File: src/utf8d_pkg.sv
package utf8d_pkg;

  localparam int unsigned CP_W    = 31;
  localparam int unsigned COUNT_W = 16;
  localparam int unsigned BYTE_W  = 8;
  localparam int unsigned PEND_W  = 3;

  // Result queue geometry.
  localparam int unsigned QDEPTH = 4;
  localparam int unsigned QPTR_W = $clog2(QDEPTH);
  localparam int unsigned QCNT_W = $clog2(QDEPTH + 1);

  // Largest number of results one byte can produce.
  localparam int unsigned MAX_RES = 2;
  localparam int unsigned NUM_W   = $clog2(MAX_RES + 1);

  localparam logic [COUNT_W-1:0] MAX_CHARS_RESET = 16'hFFFF;

  // Payload masks of the lead bytes, by number of trailing bytes.
  localparam logic [BYTE_W-1:0] LEAD1_MASK = 8'h1F;
  localparam logic [BYTE_W-1:0] LEAD2_MASK = 8'h0F;
  localparam logic [BYTE_W-1:0] LEAD3_MASK = 8'h07;
  localparam logic [BYTE_W-1:0] LEAD4_MASK = 8'h03;
  localparam logic [BYTE_W-1:0] LEAD5_MASK = 8'h01;

  typedef enum logic [1:0] {
    ST_CHAR     = 2'd0,
    ST_STRAY    = 2'd1,
    ST_BAD_LEAD = 2'd2,
    ST_END      = 2'd3
  } status_t;

  typedef struct packed {
    logic [CP_W-1:0]    code_point;
    status_t            status;
    logic [COUNT_W-1:0] char_count;
    logic               last_of_run;
  } result_t;

  // Results of one decoded byte, handed to the result queue.
  typedef struct packed {
    logic [NUM_W-1:0] num;
    result_t          r0;
    result_t          r1;
  } push_t;

endpackage

File: src/utf8d_decode.sv
module utf8d_decode (
  input  logic                            clk,
  input  logic                            rst_n,
  input  logic                            adv,
  input  logic [utf8d_pkg::BYTE_W-1:0]    data_byte,
  input  logic                            end_of_string,
  input  logic [utf8d_pkg::COUNT_W-1:0]   max_chars,
  output utf8d_pkg::push_t                push
);
  import utf8d_pkg::*;

  logic [PEND_W-1:0]  pend_r, pend_nxt;
  logic [CP_W-1:0]    pv_r, pv_nxt;
  logic [COUNT_W-1:0] chars_r, chars_nxt;
  logic [CP_W-1:0]    pv_sh;
  logic               have_a;
  result_t            res_a;
  result_t            res_e;

  assign pv_sh = {pv_r[CP_W-7:0], data_byte[5:0]};

  always_comb begin
    pend_nxt  = pend_r;
    pv_nxt    = pv_r;
    chars_nxt = chars_r;
    have_a    = 1'b0;
    res_a     = '0;
    res_a.status = ST_CHAR;

    if (pend_r != '0) begin
      // Trailing byte: its top two bits are not checked.
      pend_nxt = pend_r - 3'd1;
      pv_nxt   = pv_sh;
      if (pend_r == 3'd1) begin
        chars_nxt        = chars_r + 16'd1;
        have_a           = 1'b1;
        res_a.code_point = pv_sh;
        res_a.char_count = chars_nxt;
        pv_nxt           = '0;
      end
    end else if (chars_r < max_chars) begin
      case (data_byte) inside
        [8'h00:8'h7F]: begin
          chars_nxt        = chars_r + 16'd1;
          have_a           = 1'b1;
          res_a.code_point = {23'd0, data_byte};
          res_a.char_count = chars_nxt;
        end
        [8'h80:8'hBF]: begin
          have_a           = 1'b1;
          res_a.status     = ST_STRAY;
          res_a.char_count = chars_r;
        end
        [8'hC0:8'hDF]: begin
          pend_nxt = 3'd1;
          pv_nxt   = {23'd0, data_byte & LEAD1_MASK};
        end
        [8'hE0:8'hEF]: begin
          pend_nxt = 3'd2;
          pv_nxt   = {23'd0, data_byte & LEAD2_MASK};
        end
        [8'hF0:8'hF7]: begin
          pend_nxt = 3'd3;
          pv_nxt   = {23'd0, data_byte & LEAD3_MASK};
        end
        [8'hF8:8'hFB]: begin
          pend_nxt = 3'd4;
          pv_nxt   = {23'd0, data_byte & LEAD4_MASK};
        end
        [8'hFC:8'hFD]: begin
          pend_nxt = 3'd5;
          pv_nxt   = {23'd0, data_byte & LEAD5_MASK};
        end
        default: begin
          chars_nxt        = chars_r + 16'd1;
          have_a           = 1'b1;
          res_a.status     = ST_BAD_LEAD;
          res_a.char_count = chars_nxt;
        end
      endcase
    end
    res_a.last_of_run = !end_of_string;

    res_e             = '0;
    res_e.status      = ST_END;
    res_e.char_count  = chars_nxt;
    res_e.last_of_run = 1'b1;

    // The string end drops any open sequence.
    if (end_of_string) begin
      pend_nxt  = '0;
      pv_nxt    = '0;
      chars_nxt = '0;
    end

    push.num = adv ? ({1'b0, have_a} + {1'b0, end_of_string}) : '0;
    push.r0  = have_a ? res_a : res_e;
    push.r1  = res_e;
  end

  always_ff @(posedge clk) begin
    if (!rst_n) begin
      pend_r  <= '0;
      pv_r    <= '0;
      chars_r <= '0;
    end else if (adv) begin
      pend_r  <= pend_nxt;
      pv_r    <= pv_nxt;
      chars_r <= chars_nxt;
    end
  end

`ifndef SYNTH
  a_pend_range: assert property (@(posedge clk) disable iff (!rst_n)
    pend_r <= 3'd5)
    else $error("trailing byte count out of range");

  a_eos_clears: assert property (@(posedge clk) disable iff (!rst_n)
    adv && end_of_string |=> pend_r == '0 && chars_r == '0 && pv_r == '0)
    else $error("state not cleared after string end");

  a_idle_pv_zero: assert property (@(posedge clk) disable iff (!rst_n)
    pend_r == '0 |-> pv_r == '0)
    else $error("partial value left with no sequence open");
`endif

endmodule

File: src/utf8d_queue.sv
module utf8d_queue (
  input  logic                clk,
  input  logic                rst_n,
  input  utf8d_pkg::push_t    push,
  output logic                room,
  output logic                out_valid,
  input  logic                out_stall,
  output utf8d_pkg::result_t  out_res
);
  import utf8d_pkg::*;

  result_t           q_r [QDEPTH];
  logic [QPTR_W-1:0] wr_ptr_r, wr_ptr_nxt;
  logic [QPTR_W-1:0] rd_ptr_r, rd_ptr_nxt;
  logic [QCNT_W-1:0] count_r, count_nxt;
  logic [QPTR_W-1:0] wr_ptr_p1;
  logic              pop;

  assign wr_ptr_p1 = wr_ptr_r + 1'b1;
  assign out_valid = count_r != '0;
  assign pop       = out_valid && !out_stall;
  assign out_res   = q_r[rd_ptr_r];
  // Room for the largest number of results one byte can make.
  assign room      = count_r <= QCNT_W'(QDEPTH - MAX_RES);

  assign wr_ptr_nxt = wr_ptr_r + QPTR_W'(push.num);
  assign rd_ptr_nxt = rd_ptr_r + QPTR_W'(pop);
  assign count_nxt  = count_r + QCNT_W'(push.num) - QCNT_W'(pop);

  always_ff @(posedge clk) begin
    for (int i = 0; i < QDEPTH; i++) begin
      if (push.num != '0 && QPTR_W'(i) == wr_ptr_r) begin
        q_r[i] <= push.r0;
      end else if (push.num == NUM_W'(MAX_RES) && QPTR_W'(i) == wr_ptr_p1) begin
        q_r[i] <= push.r1;
      end
    end
  end

  always_ff @(posedge clk) begin
    if (!rst_n) begin
      wr_ptr_r <= '0;
      rd_ptr_r <= '0;
      count_r  <= '0;
    end else begin
      wr_ptr_r <= wr_ptr_nxt;
      rd_ptr_r <= rd_ptr_nxt;
      count_r  <= count_nxt;
    end
  end

`ifndef SYNTH
  a_count_max: assert property (@(posedge clk) disable iff (!rst_n)
    count_r <= QCNT_W'(QDEPTH))
    else $error("result queue overflow");

  a_push_room: assert property (@(posedge clk) disable iff (!rst_n)
    push.num != '0 |-> count_r <= QCNT_W'(QDEPTH - MAX_RES))
    else $error("results pushed without room");

  a_ptr_gap: assert property (@(posedge clk) disable iff (!rst_n)
    QPTR_W'(wr_ptr_r - rd_ptr_r) == QPTR_W'(count_r))
    else $error("queue pointers disagree with count");
`endif

endmodule

File: src/utf8_to_code_point_decoder.sv
// UTF-8 decoder for the original six-byte form. Each input item is one byte of a
// string; the byte flagged with in_end_of_string closes the string. A byte produces
// zero, one or two result items: a character (status 0), a stray continuation error
// (status 1), an invalid 0xFE/0xFF lead (status 2, code point 0, counted as a
// character), and, on the last byte of a string, a string-end item (status 3)
// carrying the final character count. out_last_of_run marks the final item made
// by a byte. Lead bytes and bytes inside a sequence make no result until the
// sequence completes; trailing bytes are not checked for their 10xxxxxx prefix.
// Once max_chars characters have been decoded, further bytes outside an open
// sequence are ignored. Rate: one byte per clock while the result queue has room for
// two results. The result port delivers one item per clock unless out_stall holds
// it, so a byte that both completes a character and ends the string puts two items
// on the output; a four-entry result queue absorbs this. An accepted byte is held in
// the input register, decoded from there into the result queue, and offered from
// the queue. Configuration through cfg_wr_en / cfg_wr_data sets max_chars (reset
// 65535) and is meant to be written while the decoder is idle.
module utf8_to_code_point_decoder (
  input  logic                           clk,
  input  logic                           rst_n,

  input  logic                           cfg_wr_en,
  input  logic [utf8d_pkg::COUNT_W-1:0]  cfg_wr_data,

  input  logic                           in_valid,
  output logic                           in_stall,
  input  logic [utf8d_pkg::BYTE_W-1:0]   in_data_byte,
  input  logic                           in_end_of_string,

  output logic                           out_valid,
  input  logic                           out_stall,
  output logic [utf8d_pkg::CP_W-1:0]     out_code_point,
  output logic [1:0]                     out_status,
  output logic [utf8d_pkg::COUNT_W-1:0]  out_char_count,
  output logic                           out_last_of_run
);
  import utf8d_pkg::*;

  logic [COUNT_W-1:0] max_chars_r;

  // Input register: holds one byte until the result queue has room for
  // everything that byte can produce.
  logic              in_valid_r;
  logic [BYTE_W-1:0] byte_r;
  logic              eos_r;

  logic    room;
  logic    adv;
  push_t   push;
  result_t out_res;

  // The byte in the input register moves on whenever the queue can take
  // two results; the stall depends on registered state only.
  assign adv      = in_valid_r && room;
  assign in_stall = in_valid_r && !room;

  always_ff @(posedge clk) begin
    if (!rst_n) begin
      max_chars_r <= MAX_CHARS_RESET;
    end else if (cfg_wr_en) begin
      max_chars_r <= cfg_wr_data;
    end
  end

  always_ff @(posedge clk) begin
    if (!rst_n) begin
      in_valid_r <= 1'b0;
    end else if (!in_stall) begin
      in_valid_r <= in_valid;
    end
  end

  // Payload needs no reset; it is loaded along with the valid bit.
  always_ff @(posedge clk) begin
    if (!in_stall) begin
      byte_r <= in_data_byte;
      eos_r  <= in_end_of_string;
    end
  end

  // Decoder state and the per-byte decision logic.
  utf8d_decode u_decode (
    .clk           (clk),
    .rst_n         (rst_n),
    .adv           (adv),
    .data_byte     (byte_r),
    .end_of_string (eos_r),
    .max_chars     (max_chars_r),
    .push          (push)
  );

  // Result registers, organized as a small queue so that two results from
  // one byte never stall the input side for long.
  utf8d_queue u_queue (
    .clk       (clk),
    .rst_n     (rst_n),
    .push      (push),
    .room      (room),
    .out_valid (out_valid),
    .out_stall (out_stall),
    .out_res   (out_res)
  );

  assign out_code_point  = out_res.code_point;
  assign out_status      = out_res.status;
  assign out_char_count  = out_res.char_count;
  assign out_last_of_run = out_res.last_of_run;

`ifndef SYNTH
  a_adv_needs_room: assert property (@(posedge clk) disable iff (!rst_n)
    adv |-> room && in_valid_r)
    else $error("byte decoded without queue room");

  a_stalled_holds: assert property (@(posedge clk) disable iff (!rst_n)
    in_stall |=> in_valid_r && $stable(byte_r) && $stable(eos_r))
    else $error("held byte changed while stalled");

  a_end_is_last: assert property (@(posedge clk) disable iff (!rst_n)
    out_valid && out_status == ST_END |-> out_last_of_run)
    else $error("string end result not marked last");
`endif

endmodule

File: config.mk
export PLATFORM = sky130hd
export DESIGN_NAME = utf8_to_code_point_decoder
export DESIGN_NICKNAME = d
export VERILOG_FILES = /design/src/utf8d_pkg.sv /design/src/utf8d_decode.sv /design/src/utf8d_queue.sv /design/src/utf8_to_code_point_decoder.sv
export SDC_FILE = /design/constraint.sdc
export NUM_CORES = 1
export LEC_CHECK = 0
export BUFFER_PORTS_ARGS = -buffer_cell sky130_fd_sc_hd__buf_2
export CORE_ASPECT_RATIO = 0.7
export CORE_MARGIN = 2
export CORE_UTILIZATION = 50
export DETAILED_ROUTE_END_ITERATION = 10
export MAX_ROUTING_LAYER = met4
export PLACE_DENSITY_LB_ADDON = 0.25
export SLEW_MARGIN = 20
export SYNTH_ARGS = -nofsm -noshare
export SYNTH_HDL_FRONTEND = slang
export SYNTH_SLANG_ARGS = --single-unit
File: constraint.sdc
create_clock -name clk -period 6.7 [get_ports clk]
set_clock_uncertainty 0.15 [all_clocks]
set_input_delay 2.01 -clock clk [delete_from_list [all_inputs] [get_ports clk]]
set_output_delay 2.01 -clock clk [all_outputs]
set_load 0.01 [all_outputs]
Yosys cells after proc, flatten, opt, wreduce, memory -nomap -nowiden:

Memory sizes are Yosys's and may differ from the RTL's. A register that Yosys moved wholly into a read port is not among the register bits.
Cells that the tools add are included.

* logic and storage cells: 176
* memories kept: 1
* input port bits: 30
* output and inout port bits: 52
* register bits after elaboration: 77
* bits in writable memories: 200

Memories
* u_queue.q_r: words 4, bits a word 50, read ports 1, clocked after Yosys merged registers in 1, wr ports 2, RTL line utf8d_queue.sv:12 `result_t q_r [QDEPTH];`

* mux-type cells: 96
* $add $sub $neg: 8
* bitwise operators: 4
* order comparisons: 16
* eq/ne operators: 10
* reductions and logical operators: 31

Operator list (number)
* 2-to-1 mux 50 bit: 7
* 2-to-1 mux 16 bit: 20
* 2-to-1 mux 25 bit: 11
* OR reduction 50 bit: 2
* 2-to-1 mux 31 bit: 2
* 2-to-1 mux 49 bit: 1
* >= comparator 8 bit, second input constant: 6
* <= comparator 8 bit, second input constant: 6
* 2-to-1 mux 1 bit: 32
* 2-to-1 mux 3 bit: 10
* 2-to-1 mux 2 bit: 12
* logical AND 1 bit: 18
* adder 16 x 1 -> 16 bit, second input constant: 1
* less-than comparator 16 bit: 1
* nonzero test 3 bit: 3
* == test 2 bit, first input constant: 4
* >= comparator 8 x 1 -> 1 bit, second input constant: 1
* <= comparator 8 x 7 -> 1 bit, second input constant: 1
* 2-to-1 mux 8 bit: 1
* nonzero test 7 bit: 1
* inequality test 3 x 2 -> 1 bit, second input constant: 2
* AND reduction 5 bit: 1
* == test 1 x 2 -> 1 bit, first input constant: 2
* zero test 2 bit: 2
* 13 further kinds: 18

Logic depth before layout (Yosys ltp):

Gate-level depths: netlist of run 1.

* depth after elaboration: 21
* mapped depth: 15
* depth with buffers taken out: 14

Modules after synthesis:

A second synthesis of run 1 with hierarchy kept.

* cell total of the unflattened synthesis: 1092
* area, all modules: 14716.6 um^2

Modules (own cells, without submodules)
* utf8d_queue: times used 1, cells an instance 533, area each 10047.1 um^2, sequential area each 6145.9 um^2
* utf8d_decode: times used 1, cells an instance 493, area each 3773.6 um^2, sequential area each 880.8 um^2
* utf8_to_code_point_decoder: times used 1, cells an instance 66, area each 895.9 um^2, sequential area each 610.6 um^2

Worst setup path before layout of run 1:

No wires, ideal clock.

* path type: register to register
* start: register u_decode.chars_r[15]
* end: memory u_queue.q_r[3][0] (netlist bit), enable pin
* period minus slack after synthesis: 6.928 ns
* path buffers: 0
* data required time: 6.020 ns
* arrival: 6.248 ns
* setup slack: -0.228 ns
* cell stages (with the launch flop): 11
* library setup time: 0.530 ns
* cells stage by stage: dfxtp_1 > ha_1 > nand2_1 > or3_1 > or4_4 > nand3_2 > o31ai_2 > ha_1 > nor2b_1 > a21oi_1 > nor3b_1

RTL lines
* start: declaration: RTL line utf8d_decode.sv:14 `logic [COUNT_W-1:0] chars_r, chars_nxt;`
* start signal: assignment: RTL line utf8d_decode.sv:109 `chars_r <= chars_nxt;`
* end: declaration: RTL line utf8d_queue.sv:12

==> metrics list, run 1 <==
* Outcome: finished with violations
* Violations in the final reports: DRC
* Fraction of synthesis flops using an asynchronous set or reset pin: 0%
* Setup slack of the critical path after layout: 1.84 ns
- The critical path runs through a total of 14 cells.
- Crit path buf inv count: 2
- In this run the power density over the cells is 322 nW/um2.
* Cells resized by post-CTS repair: 0
- Average cell area after synthesis: 11.5 um2
- Critical path's slowest cell: inv_1
- In the global route stage, overall resource usage came out at 23.6%.
- Layout overhead on the synthesized area: 12.2%
* First-pass iteration count of the detailed router: 10
- The Yosys step of the flow raised 0 warnings.
- The startpoint identified for the worst hold timing path is u_decode.pv_r[20].
- Number of register bits inferred by synthesis: 277
- Worst-case setup slack after placement: 1.91 ns
- TritonCTS built the clock tree.
- # setup viols final: 0
* Worst voltage drop across the vdd grid: 0.000220 V
* Buffers on Ports: 81
* Via count of the first global-routing pass: 8061
- Of the cells placed in the final design, the portion with a size suffix greater than 1 is 19.0%.
* Transition at the pin with the smallest max-transition slack: 1.15 ns
* Global-route wire length before repair: 47400 um
* Req. time, crit path: 6.95 ns
- Clock transition at the registers of the reported paths: 0.06 ns
- After global routing the overflow that remains totals 0.
- STA classifies the critical path startpoint as a register.
- Setup total negative slack on the finished layout was measured at 0 ns.
- For this configuration, the core starts out at a cell density of 51.2%.
- In the final routed layout, each cell accounts on average for 20.2 um.
* Detailed Route WL: 30300 um
* Launch instance of the worst register-to-register path: u_decode.chars_r[8]
- Leakage dissipation: 0.00555 uW
- The largest total area in the synthesized netlist belongs to edfxtp_1.
- Seq/Total Area, Yosys: 57.5%
* Die Y: 137 um
- Worst-Skew Late Latency: 0.55 ns
* Number of post-CTS setup repair buffers: 0
* Placed insts: 1450
- Counting cells, the worst reg-to-reg path comes to 14.
- The final layout contains 1212 nets.
- Walking the worst path, the cells encountered are ha_1, nand4_1, or3_1, or4_4, nand3_2, o31ai_2, ha_1, nor2_1, nor3_2, a21oi_2, buf_4, inv_1, o21ai_1, a21oi_1.
- TritonCTS buffer count: 27
- Main synth FF type: edfxtp_1
* Final Hold Viols: 0
- Peak per-stage delay on the critical path: 0.62 ns
- Top cells by area in the synthesized netlist: edfxtp_1, dfxtp_1, mux4_2
* Antenna violations before repair: 0
* Mapped Cells: 1107
- Of the available clock period, the critical path in the final layout requires 72.6%.
- Post-Syn Nets: 1165
- The initialized floorplan defines 48 standard-cell rows.
- Detailed routing inserted a total of 8859 vias.
- Counting along the longest clock path gives a buffer depth of 3.
- Setup repair after global routing left no endpoint under its margin.
* Synth cell types: 74
* Hold bufs inserted after CTS: 0
- Routability-driven placement finished with a final weighted congestion of 0.915.
- By instance count, the cell type seen most on the critical path is ha_1.
- Tracing the worst setup path back leads to its startpoint at u_decode.chars_r[8].
- Via-to-Cell Ratio: 5.91
* Path category of the worst min-delay check: reg -> reg
- Root buffer selected by CTS: clkbuf_16
- Static timing analysis puts the maximum clock frequency at 0.206 GHz.
* Critical path capture point type: register
* Remaining routing DRC violations: 5
- The finished layout holds 1500 standard cells, fillers aside.
- Number of levels the H-tree was split into: 1
* Area inside the core boundary: 24800 um2
- Once detail routing completed, the nets flagged for antenna violations numbered 0.
* Total power after layout: 4580 uW
* Worst hold path cell count: 2
- Counting flops with a built-in enable in the synthesized netlist gives 175.
* Number of pins with negative max-slew slack in the final report: 0
- Sinks on Clock Net: 277
* Worst setup path class: reg -> reg
- The synthesized netlist occupies a cell area of 12700 um2.
- First DRT Iteration DRCs: 791
- Largest driver fanout on the critical path: 21
* Kind of cell with the highest combined delay on the critical path: simple AND/OR/NAND/NOR gates
- For the worst setup path, the data arrival time is 5.11 ns.
- Once detailed placement completed, the half-perimeter wirelength came to 20500 um.
- Pin count of the biggest net entering global routing: 57
- Final Critical Period: 4.86 ns
- Total Die Area: 26700 um2
- Die outline width: 194 um
- Hold is met by 0.307 ns.
* Headroom to the max-slew limit: 22.9%
* Top Ports: 82
- Summed over its instances, the top area cell type makes up 41.4% of the synthesized netlist area.
- The repair_antennas step left the layout with diodes totalling 0.
* Number of maximum-capacitance violations: 0
[cell usage after synthesis (all sizes together), types with 8 or more instances]
cell      n
a21boi   22
a21oi    34
a32o      9
and2     14
buf      18
clkbuf   57
dfxtp   102
edfxtp  175
ha       27
inv      30
mux4     50
nand2   156
nand2b   10
nand3    66
nand4     8
nor2    129
nor3     16
o211ai   21
o21ai    54
or3      13
[sequential cells by signal (all words and copies together), names as in the netlist]
register,count
byte_r,8
eos_r,1
in_valid_r,1
max_chars_r,16
u_decode.chars_r,16
u_decode.pend_r,3
u_decode.pv_r,25
u_queue.count_r,3
u_queue.q_r,200
u_queue.rd_ptr_r,2
u_queue.wr_ptr_r,2
[tightest hold or removal path: stages, from the launching register on]
cell and delay, ns:
dfxtp_1 0.31, nand2_1 0.05, a21boi_1 0.05
[cells in the final DEF (no fill, tap or decap), types with 10 or more instances in the layout]
master and count:
edfxtp_1 175, nand2_1 156, nor2_1 128, dfxtp_1 100, buf_2 81, nand3_1 65, mux4_2 50, o21ai_0 39
inv_1 30, a21oi_1 29, ha_1 27, clkbuf_16 27, o211ai_1 21, a21boi_1 21, o21ai_1 14, and2_1 14
buf_4 12, nor3_1 11, nand2b_1 10
[routing by layer]
metal	track usage [%]	wire [um]
met1	37.5	15400
met2	30.7	12100
met3	5.21	2370
met4	4.36	450
met5	-	0
[where the power goes]
group | leakage [uW] | internal, uW | switching (uW)
sequential | 0.00250 | 1950 | 141
clock | 0.000454 | 913 | 655
combinational | 0.00260 | 427 | 496
[through the flow]
stage,utilization [%],instance area (um2)
after floorplan,-,12700
after global routing,57.4,14200
after detailed placement,53.7,13300
after CTS,57.4,14200
final,57.4,14200
after global placement,53.7,13300
[cells by family after synthesis]
logic type / after synthesis / share of synthesized area, %
simple gates: 437 / 15.9
flops: 277 / 57.5
compound gates: 191 / 10.2
buf+inv: 105 / 3.32
mux: 57 / 9.48
fa+ha+maj: 28 / 2.82
xor+xnor: 12 / 0.828
[area by class of cell]
type                       count  area [um2]
multi-input combinational    725        5020
clock buffer                  34         712
tap                          325         407
fill                        2112       10600
clock inverter                16         198
inverter                      30         113
timing repair buffer          93         495
sequential                   277        7300
[path summary, 6_finish.rpt]
path                  endpoint  slack [ns]
max          u_queue.q_r[2][8]        1.84
min          u_decode.pv_r[20]        0.31
max reg2reg  u_queue.q_r[2][8]        1.84
min reg2reg  u_decode.pv_r[20]        0.31
(Power assumes the default switching activity.)
==> run 2: changes to the inputs <==
clock period = 4.9 ns   (was 6.7 ns; I/O delays follow)
==> run 2 against run 1 <==
Against the previous run: the flow still finishes with violations (DRC); fmax rose by 9.9%; via count rose by 1.1%; power rose by 39%; critical path depth fell by 2; cell count rose by 1.1%; sequential share of layout area fell by 0.76 points; register-to-register slack got worse by 1.4 ns; utilization rose by 0.86 points; combinational power rose by 44%; largest power group unchanged.
==> metrics list, run 2 (synthesized netlist as in run 1, its figures left out) <==
- Final Critical Period: 4.43 ns (was 4.86 ns)
- Die outline width: 194 um (unchanged)
- The average vias per placed instance came to 5.90 (was 5.91).
* Critical path capture point type: register (unchanged)
- The post-CTS setup buffer count is 0 (unchanged).
- Setup repair after global routing missed its margin: no (unchanged)
* Clock transition at the registers of the reported paths: 0.07 ns (was 0.06 ns)
* Biggest regs: u_queue.q_r (200), u_decode.pv_r (25) (unchanged)
- Outcome: finished with violations (unchanged)
- The most frequent standard cell in the layout excluding fill and tap cells was edfxtp_1 (unchanged).
* WL per Instance: 20.4 um (was 20.2 um)
- The largest buffer count on any clock path came to 3 (unchanged).
* Reg-to-reg endpoint: u_queue.q_r[2][28] (was u_queue.q_r[2][8])
- Remaining routing DRC violations: 4 (was 5)
- Leakage dissipation: 0.00567 uW (was 0.00555 uW)
- Share of the cycle needed by the critical path after routing: 90.3% (was 72.6%)
- First DRT Iteration DRCs: 1083 (was 791)
- Req. time, crit path: 5.23 ns (was 6.95 ns)
* Final estimated routing congestion in global placement: 0.881 (was 0.915)
- Post-route ant nets: 0 (unchanged)
- The starting density of the core is 51.2% (unchanged).
* Highest clock frequency the design can meet: 0.226 GHz (was 0.206 GHz)
- Arr. time, crit path: 4.75 ns (was 5.11 ns)
- Root buffer selected by CTS: clkbuf_16 (unchanged)
- Met3 Usage GRT: 6.41% (was 5.21%)
- The number of iterations in the first detailed-routing pass is 9 (was 10).
- Cell-by-cell trace of the critical path: ha_1, a22oi_1, o211ai_1, a21oi_1, nand3_2, o31ai_2, ha_1, nor2_1, or3_1, buf_12, nand3_1, o21ai_0 (was ha_1, nand4_1, or3_1, or4_4, nand3_2, o31ai_2, ha_1, nor2_1, nor3_2, a21oi_2, buf_4, inv_1, o21ai_1, a21oi_1)
- The final setup violation count was 0 (unchanged).
- The global route total overflow came to 0 (unchanged).
- Hold bufs inserted after CTS: 0 (unchanged)
- The cell with the largest stage delay on the worst path was or3_1 (was inv_1).
- The total power density per cell area was 441 nW/um2 (was 322 nW/um2).
* Crit path buf inv count: 1 (was 2)
* Sum Neg Setup Slack: 0 ns (unchanged)
- The number of buffers created by CTS was 27 (unchanged).
* Ant. Diodes: 0 (unchanged)
- The quantity of I/O buffers inserted on ports was 81 (unchanged).
- Reg-to-reg slack, setup: 0.47 ns (was 1.84 ns)
* Worst voltage drop across the vdd grid: 0.000333 V (was 0.000220 V)
- Transition at the pin with the smallest max-transition slack: 0.961 ns (was 1.15 ns)
- The number of slew-limit violations in the final report is 0 (unchanged).
- The met1 global-route usage is 38.5% (was 37.5%).
* Pin count of the biggest net entering global routing: 56 (was 57)
* Top Ports: 82 (unchanged)
* Register ranked first by flip-flop count: u_queue.q_r (unchanged)
- Worst setup startpoint: u_decode.chars_r[13] (was u_decode.chars_r[8])
- Number of fillers in the final layout: 2017 (was 2112)
- The final cell area excluding filler cells was 14500 um2 (was 14200 um2).
- The met2 capacity usage during global routing came to 31.7% (was 30.7%).
- Top cell by count, worst path: ha_1 (unchanged)
- Final Hold Viols: 0 (unchanged)
- The number of clock sinks came to 277 (unchanged).
- The final wirelength is 31000 um (was 30300 um).
- The total track usage came to 24.5% (was 23.6%).
* NumNets Final: 1229 (was 1212)
- Largest driver fanout on the critical path: 31 (was 21)
- Most Crowded Layer GR: met1 (unchanged)
- The startpoint of the lowest-slack register-to-register path is u_decode.chars_r[13] (was u_decode.chars_r[8]).
* Cells resized by post-CTS repair: 0 (unchanged)
- Area inside the core boundary: 24800 um2 (unchanged)
* Max reg flops: 200 (unchanged)
- Via count of the first global-routing pass: 8277 (was 8061)
* Peak per-stage delay on the critical path: 0.72 ns (was 0.62 ns)
- DP HPWL: 20800 um (was 20500 um)
* Total placed instance area: 13500 um2 (was 13300 um2)
- The global-route wire length before repair was 48900 um (was 47400 um).
- Layout overhead on the synthesized area: 13.9% (was 12.2%)
* Number of levels the H-tree was split into: 1 (unchanged)
- Cell Rows: 48 (unchanged)
- Path category of the worst min-delay check: reg -> reg (unchanged)
- Highest-count cells in the layout ignoring fill and taps: edfxtp_1, nand2_1, nor2_1, dfxtp_1, buf_2 (unchanged).
* Final standard cell count with taps included and fillers excluded: 1517 (was 1500)
- Type of element launching the critical path: register (unchanged)
* Clock tree from TritonCTS: built (unchanged)
- The max-capacitance violation count came to 0 (unchanged).
- Kind of cell with the highest combined delay on the critical path: simple AND/OR/NAND/NOR gates (unchanged)
* Placed insts: 1467 (was 1450)
- The origin of the worst min-delay path was u_decode.pv_r[24] (was u_decode.pv_r[20]).
* Total Die Area: 26700 um2 (unchanged)
- Worst setup path class: reg -> reg (unchanged)
- Combined area of the multi-input logic cells: 5020 um2 (unchanged)
- Worst-Skew Late Latency: 0.55 ns (about the same)
* Violations in the final reports: DRC (unchanged)
- Register cell area after layout: 7300 um2 (unchanged)
* Number of cell instances on the worst register-to-register path: 12 (was 14)
- Headroom to the max-slew limit: 35.9% (was 22.9%)
- Antenna violations before repair: 0 (unchanged)
- The height of the chip was 137 um (unchanged).
- Worst hold path cell count: 2 (unchanged)
- The share of final-layout standard cells stronger than drive strength 1 was 20.5% (was 19.0%).
- Endpoint, Worst Hold: u_decode.pv_r[24] (was u_decode.pv_r[20])
- The vias after detailed routing was 8956 (was 8859).
run 2: tightest hold or removal path, stage by stage (launching register included):
cell and delay (ns):
dfxtp_1 0.31, nand2_1 0.05, a21boi_1 0.05
run 2: area by class of cell:
type / instances / area share [%]
timing repair buffer: 110 / 4.57
sequential: 277 / 50.5
inverter: 30 / 0.779
clock buffer: 33 / 5.17
clock inverter: 17 / 1.45
multi-input combinational: 725 / 34.7
tap: 325 / 2.81
run 2: worst max-delay path by stage:
stage | slack (ns) | to | cells after the start
floorplan | 0.37 | u_queue.q_r[3][0] | 10
global placement | 0.69 | u_queue.q_r[2][25] | 11
detailed placement | 0.56 | u_queue.q_r[2][28] | 12
CTS | 0.48 | u_queue.q_r[2][29] | 12
global route | 0.06 | u_queue.q_r[0][25] | 12
finish | 0.47 | u_queue.q_r[2][28] | 12
run 2: report_power, final:
| part | switching [uW] | total [uW] | leakage, uW | internal, uW |
|---|---|---|---|---|
| Clock | 906 | 2210 | 0.000475 | 1310 |
| Combinational | 721 | 1330 | 0.00270 | 610 |
| Sequential | 161 | 2830 | 0.00250 | 2670 |
| Total | 1790 | 6370 | 0.00567 | 4580 |
run 2: through the flow:
| stage | power [uW] | hold slack (ns) | utilization (%) | setup WS (ns) |
|---|---|---|---|---|
| 2_1_floorplan | 3690 | 0.270 | - | 0.371 |
| 3_5_place_dp | 4210 | 0.295 | 54.4 | 0.562 |
| 4_1_cts | 6420 | 0.308 | 58.3 | 0.476 |
| 6_report | 6370 | 0.308 | 58.3 | 0.474 |
| 3_3_place_gp | 4200 | 0.289 | 54.4 | 0.688 |
| 5_1_grt | 6640 | 0.326 | 58.3 | 0.0616 |
run 2: routing by layer:
metal	vias up	share of wire, %
li1	4186	-
met1	4370	49
met2	371	40
met3	29	9.9
met4	0	1.4
met5	-	0
==> run 3: changes to the inputs <==
PLACE_DENSITY = 0.74   (was unset)
PLACE_DENSITY_LB_ADDON = unset   (was 0.25)
==> run 3 against run 2 <==
Against the previous run: the flow still finishes with violations (DRC); highest routed layer unchanged; routed wire length grew 1.4%; critical path depth grew 2; first-iteration DRC count grew 5.4%; via count grew 0.48%; sequential share of layout area grew 0.36 points; largest power group unchanged; global-route usage shrank 0.23 points; power shrank 1.7%; sequential power is essentially flat; utilization shrank 0.41 points; setup slack gained 0.0073 ns; fmax grew 0.17%; die area is the same.
==> metrics list, run 3 (synthesized netlist as in run 1, its figures left out) <==
- Core occupancy in the finished layout: 57.9% (was 58.3%)
- The vias after detailed routing was 8999 (was 8956).
- Transition at the pin with the smallest max-transition slack: 1.13 ns (was 0.961 ns)
- Hold bufs inserted after CTS: 0 (unchanged)
- The length of routed met2 wiring is 12700 um (was 12200 um).
- Number of post-CTS setup repair buffers: 0 (unchanged)
- Area inside the core boundary: 24800 um2 (unchanged)
- Final Critical Period: 4.42 ns (was 4.43 ns)
* Sinks on Clock Net: 277 (unchanged)
- Initial Util: 51.2% (unchanged)
* Headroom to the max-slew limit: 24.9% (was 35.9%)
* Buffers on Ports: 81 (unchanged)
- The maximum clock frequency came to 0.226 GHz (about the same).
- Leading cell type in the layout, fill and taps excluded: edfxtp_1 (unchanged)
- The critical path start-end classification was reg -> reg (unchanged).
- The clock latency on the worst-skew pair is 0.55 ns (about the same).
- The maximum VDD drop came to 0.000306 V (was 0.000333 V).
- The height of the chip came to 137 um (unchanged).
- Reg-to-reg endpoint: u_queue.q_r[2][8] (was u_queue.q_r[2][28])
- The die footprint was 26700 um2 (unchanged).
- The largest buffer count on any clock path was 3 (unchanged).
- Crit path buf inv count: 2 (was 1)
- Final Hold Viols: 0 (unchanged)
- Via-to-Cell Ratio: 5.95 (was 5.90)
* NumNets Final: 1225 (was 1229)
* Reg-to-reg slack, setup: 0.48 ns (was 0.47 ns)
* Launch instance of the worst register-to-register path: u_decode.chars_r[13] (unchanged)
- Worst hold path cell count: 2 (unchanged)
- Total placed instance area: 13500 um2 (about the same)
- First-pass iteration count of the detailed router: 8 (was 9)
- Share of the cycle needed by the critical path after routing: 90.2% (was 90.3%)
* Cell Rows: 48 (unchanged)
- The routed length on met1 came to 15000 um (was 15200 um).
* Sum Neg Setup Slack: 0 ns (unchanged)
* Cell-by-cell trace of the critical path: ha_1, a22oi_1, o211ai_1, a21oi_1, nand3_2, o31ai_2, ha_1, nand3_1, nor2_1, a21oi_2, inv_1, buf_4, o21ai_1, a21oi_1 (was ha_1, a22oi_1, o211ai_1, a21oi_1, nand3_2, o31ai_2, ha_1, nor2_1, or3_1, buf_12, nand3_1, o21ai_0)
- Kind of cell with the highest combined delay on the critical path: compound AO/OA/AOI/OAI gates (was simple AND/OR/NAND/NOR gates)
- Arr. time, crit path: 4.66 ns (was 4.75 ns)
- The largest net degree at the start of global routing was 56 (unchanged).
- Layout overhead on the synthesized area: 13.1% (was 13.9%)
* WL per Instance: 20.7 um (was 20.4 um)
* Max reg flops: 200 (unchanged)
* Total power after layout: 6260 uW (was 6370 uW)
- Type of element launching the critical path: register (unchanged)
* Worst-case setup slack after placement: 0.544 ns (was 0.562 ns)
- GRT overflow: 0 (unchanged)
- Violations in the final reports: DRC (unchanged).
* # setup viols final: 0 (unchanged)
* Worst setup startpoint: u_decode.chars_r[13] (unchanged)
- Die outline width: 194 um (unchanged)
- The total track usage is 24.3% (was 24.5%).
- The maximum fanout count along the critical path is 10 (was 31).
- The cell with the largest stage delay on the worst path is o31ai_2 (was or3_1).
* Top Ports: 82 (unchanged)
- Global-route wire length before repair: 48600 um (was 48900 um)
- Via count of the first global-routing pass: 8435 (was 8277)
- Setup slack of the critical path after layout: 0.482 ns (was 0.474 ns)
- The final cell area excluding filler cells came to 14400 um2 (was 14500 um2).
- Number of maximum-capacitance violations: 0 (unchanged)
- The detailed placement HPWL was 21100 um (was 20800 um).
* Highest-count cells in the layout ignoring fill and taps: edfxtp_1, nand2_1, nor2_1, dfxtp_1, buf_2 (unchanged)
- The biggest cell delay along the critical path is 0.54 ns (was 0.72 ns).
- Cells resized by post-CTS repair: 0 (unchanged)
- Endpoint, Worst Hold: u_decode.pv_r[20] (was u_decode.pv_r[24])
- P per Cell Area: 436 nW/um2 (was 441 nW/um2)
- Antenna violations before repair: 0 (unchanged)
- The CTS tree was built (unchanged).
* Fraction of final layout cells sized beyond drive strength 1: 19.6% (was 20.5%)
- Worst Hold Launch: u_decode.pv_r[20] (was u_decode.pv_r[24])
- Met3 layer wire length in the routed design: 3360 um (was 3070 um)
* Ant. Diodes: 0 (unchanged)
- The routability congestion estimate was 0.894 (was 0.881).
- The clock root buffer is clkbuf_16 (unchanged).
- The number of slew-limit violations in the final report was 0 (unchanged).
- Biggest regs: u_queue.q_r (200), u_decode.pv_r (25) (unchanged)
- Highest metal layer used by the detailed router: met4 (unchanged)
- Detailed Route WL: 31400 um (was 31000 um)
* Critical path capture point type: register (unchanged)
* Number of cell instances on the worst register-to-register path: 14 (was 12)
- Path category of the worst min-delay check: reg -> reg (unchanged)
- Post-route ant nets: 0 (unchanged)
- Remaining routing DRC violations: 4 (unchanged)
- Outcome: finished with violations (unchanged)
- The cell leakage power is 0.00560 uW (was 0.00567 uW).
- The register name with the most flops was u_queue.q_r (unchanged).
* Number of levels the H-tree was split into: 1 (unchanged)
- Setup repair after global routing missed its margin: no (unchanged).
- Req. time, crit path: 5.15 ns (was 5.23 ns)
* Clock transition at the registers of the reported paths: 0.07 ns (about the same)
- The number of buffers created by CTS came to 27 (unchanged).
- First DRT Iteration DRCs: 1142 (was 1083)
## run 3: cell types whose count changed in the layout (fill, tap and decap cells not counted)
cell / previous run / this run
clkbuf_1: 1 / 9
clkinv_2: 6 / 2
buf_4: 26 / 23
bufinv_16: 4 / 1
inv_4: 2 / 0
buf_12: 3 / 2
clkbuf_16: 27 / 28
clkinv_1: 1 / 0
clkinv_4: 1 / 2
clkinvlp_4: 2 / 1
inv_8: 0 / 1
## run 3: worst max-delay path by stage
stage | to | slack [ns] | cells past startpoint
floorplan | u_queue.q_r[3][0] | 0.37 | 10
global placement | u_queue.q_r[2][6] | 0.73 | 15
detailed placement | u_queue.q_r[2][8] | 0.54 | 14
CTS | u_queue.q_r[2][8] | 0.55 | 14
global route | u_queue.q_r[2][8] | 0.06 | 14
finish | u_queue.q_r[2][8] | 0.48 | 14
## run 3: metrics by stage
stage	hold WS, ns	std cells
after detailed placement	0.297	1463
after global placement	0.291	1463
after CTS	0.309	1513
final	0.309	1513
after floorplan	0.270	1107
after global routing	0.323	1513
## run 3: per-layer routing
metal  global-route usage, %  vias up
li1                        -     4169
met1                    38.3     4378
met2                    32.4      417
met3                    5.21       35
met4                    3.68        0
met5                       -        -
## run 3: worst min-delay path: stages (launching register included)
cell and delay (ns):
dfxtp_1 0.31, nand2_1 0.05, a21boi_1 0.05
## run 3: final cells by class
| type | instances | area (um2) |
|---|---|---|
| fillers | 2005 | 10400 |
| flip-flops and latches | 277 | 7300 |
| multi-input cells | 725 | 5020 |
| clock buffers | 42 | 803 |
| repair buffers | 106 | 618 |
| well taps | 325 | 407 |
| inverters | 30 | 113 |
| clock inverters | 8 | 96.3 |
## run 3: power by group
part | leakage (uW) | switching (uW) | total (uW) | internal, uW
clock | 0.000438 | 898 | 2090 | 1190
sequential | 0.00250 | 172 | 2840 | 2670
combinational | 0.00267 | 727 | 1330 | 605
total | 0.00560 | 1800 | 6260 | 4470
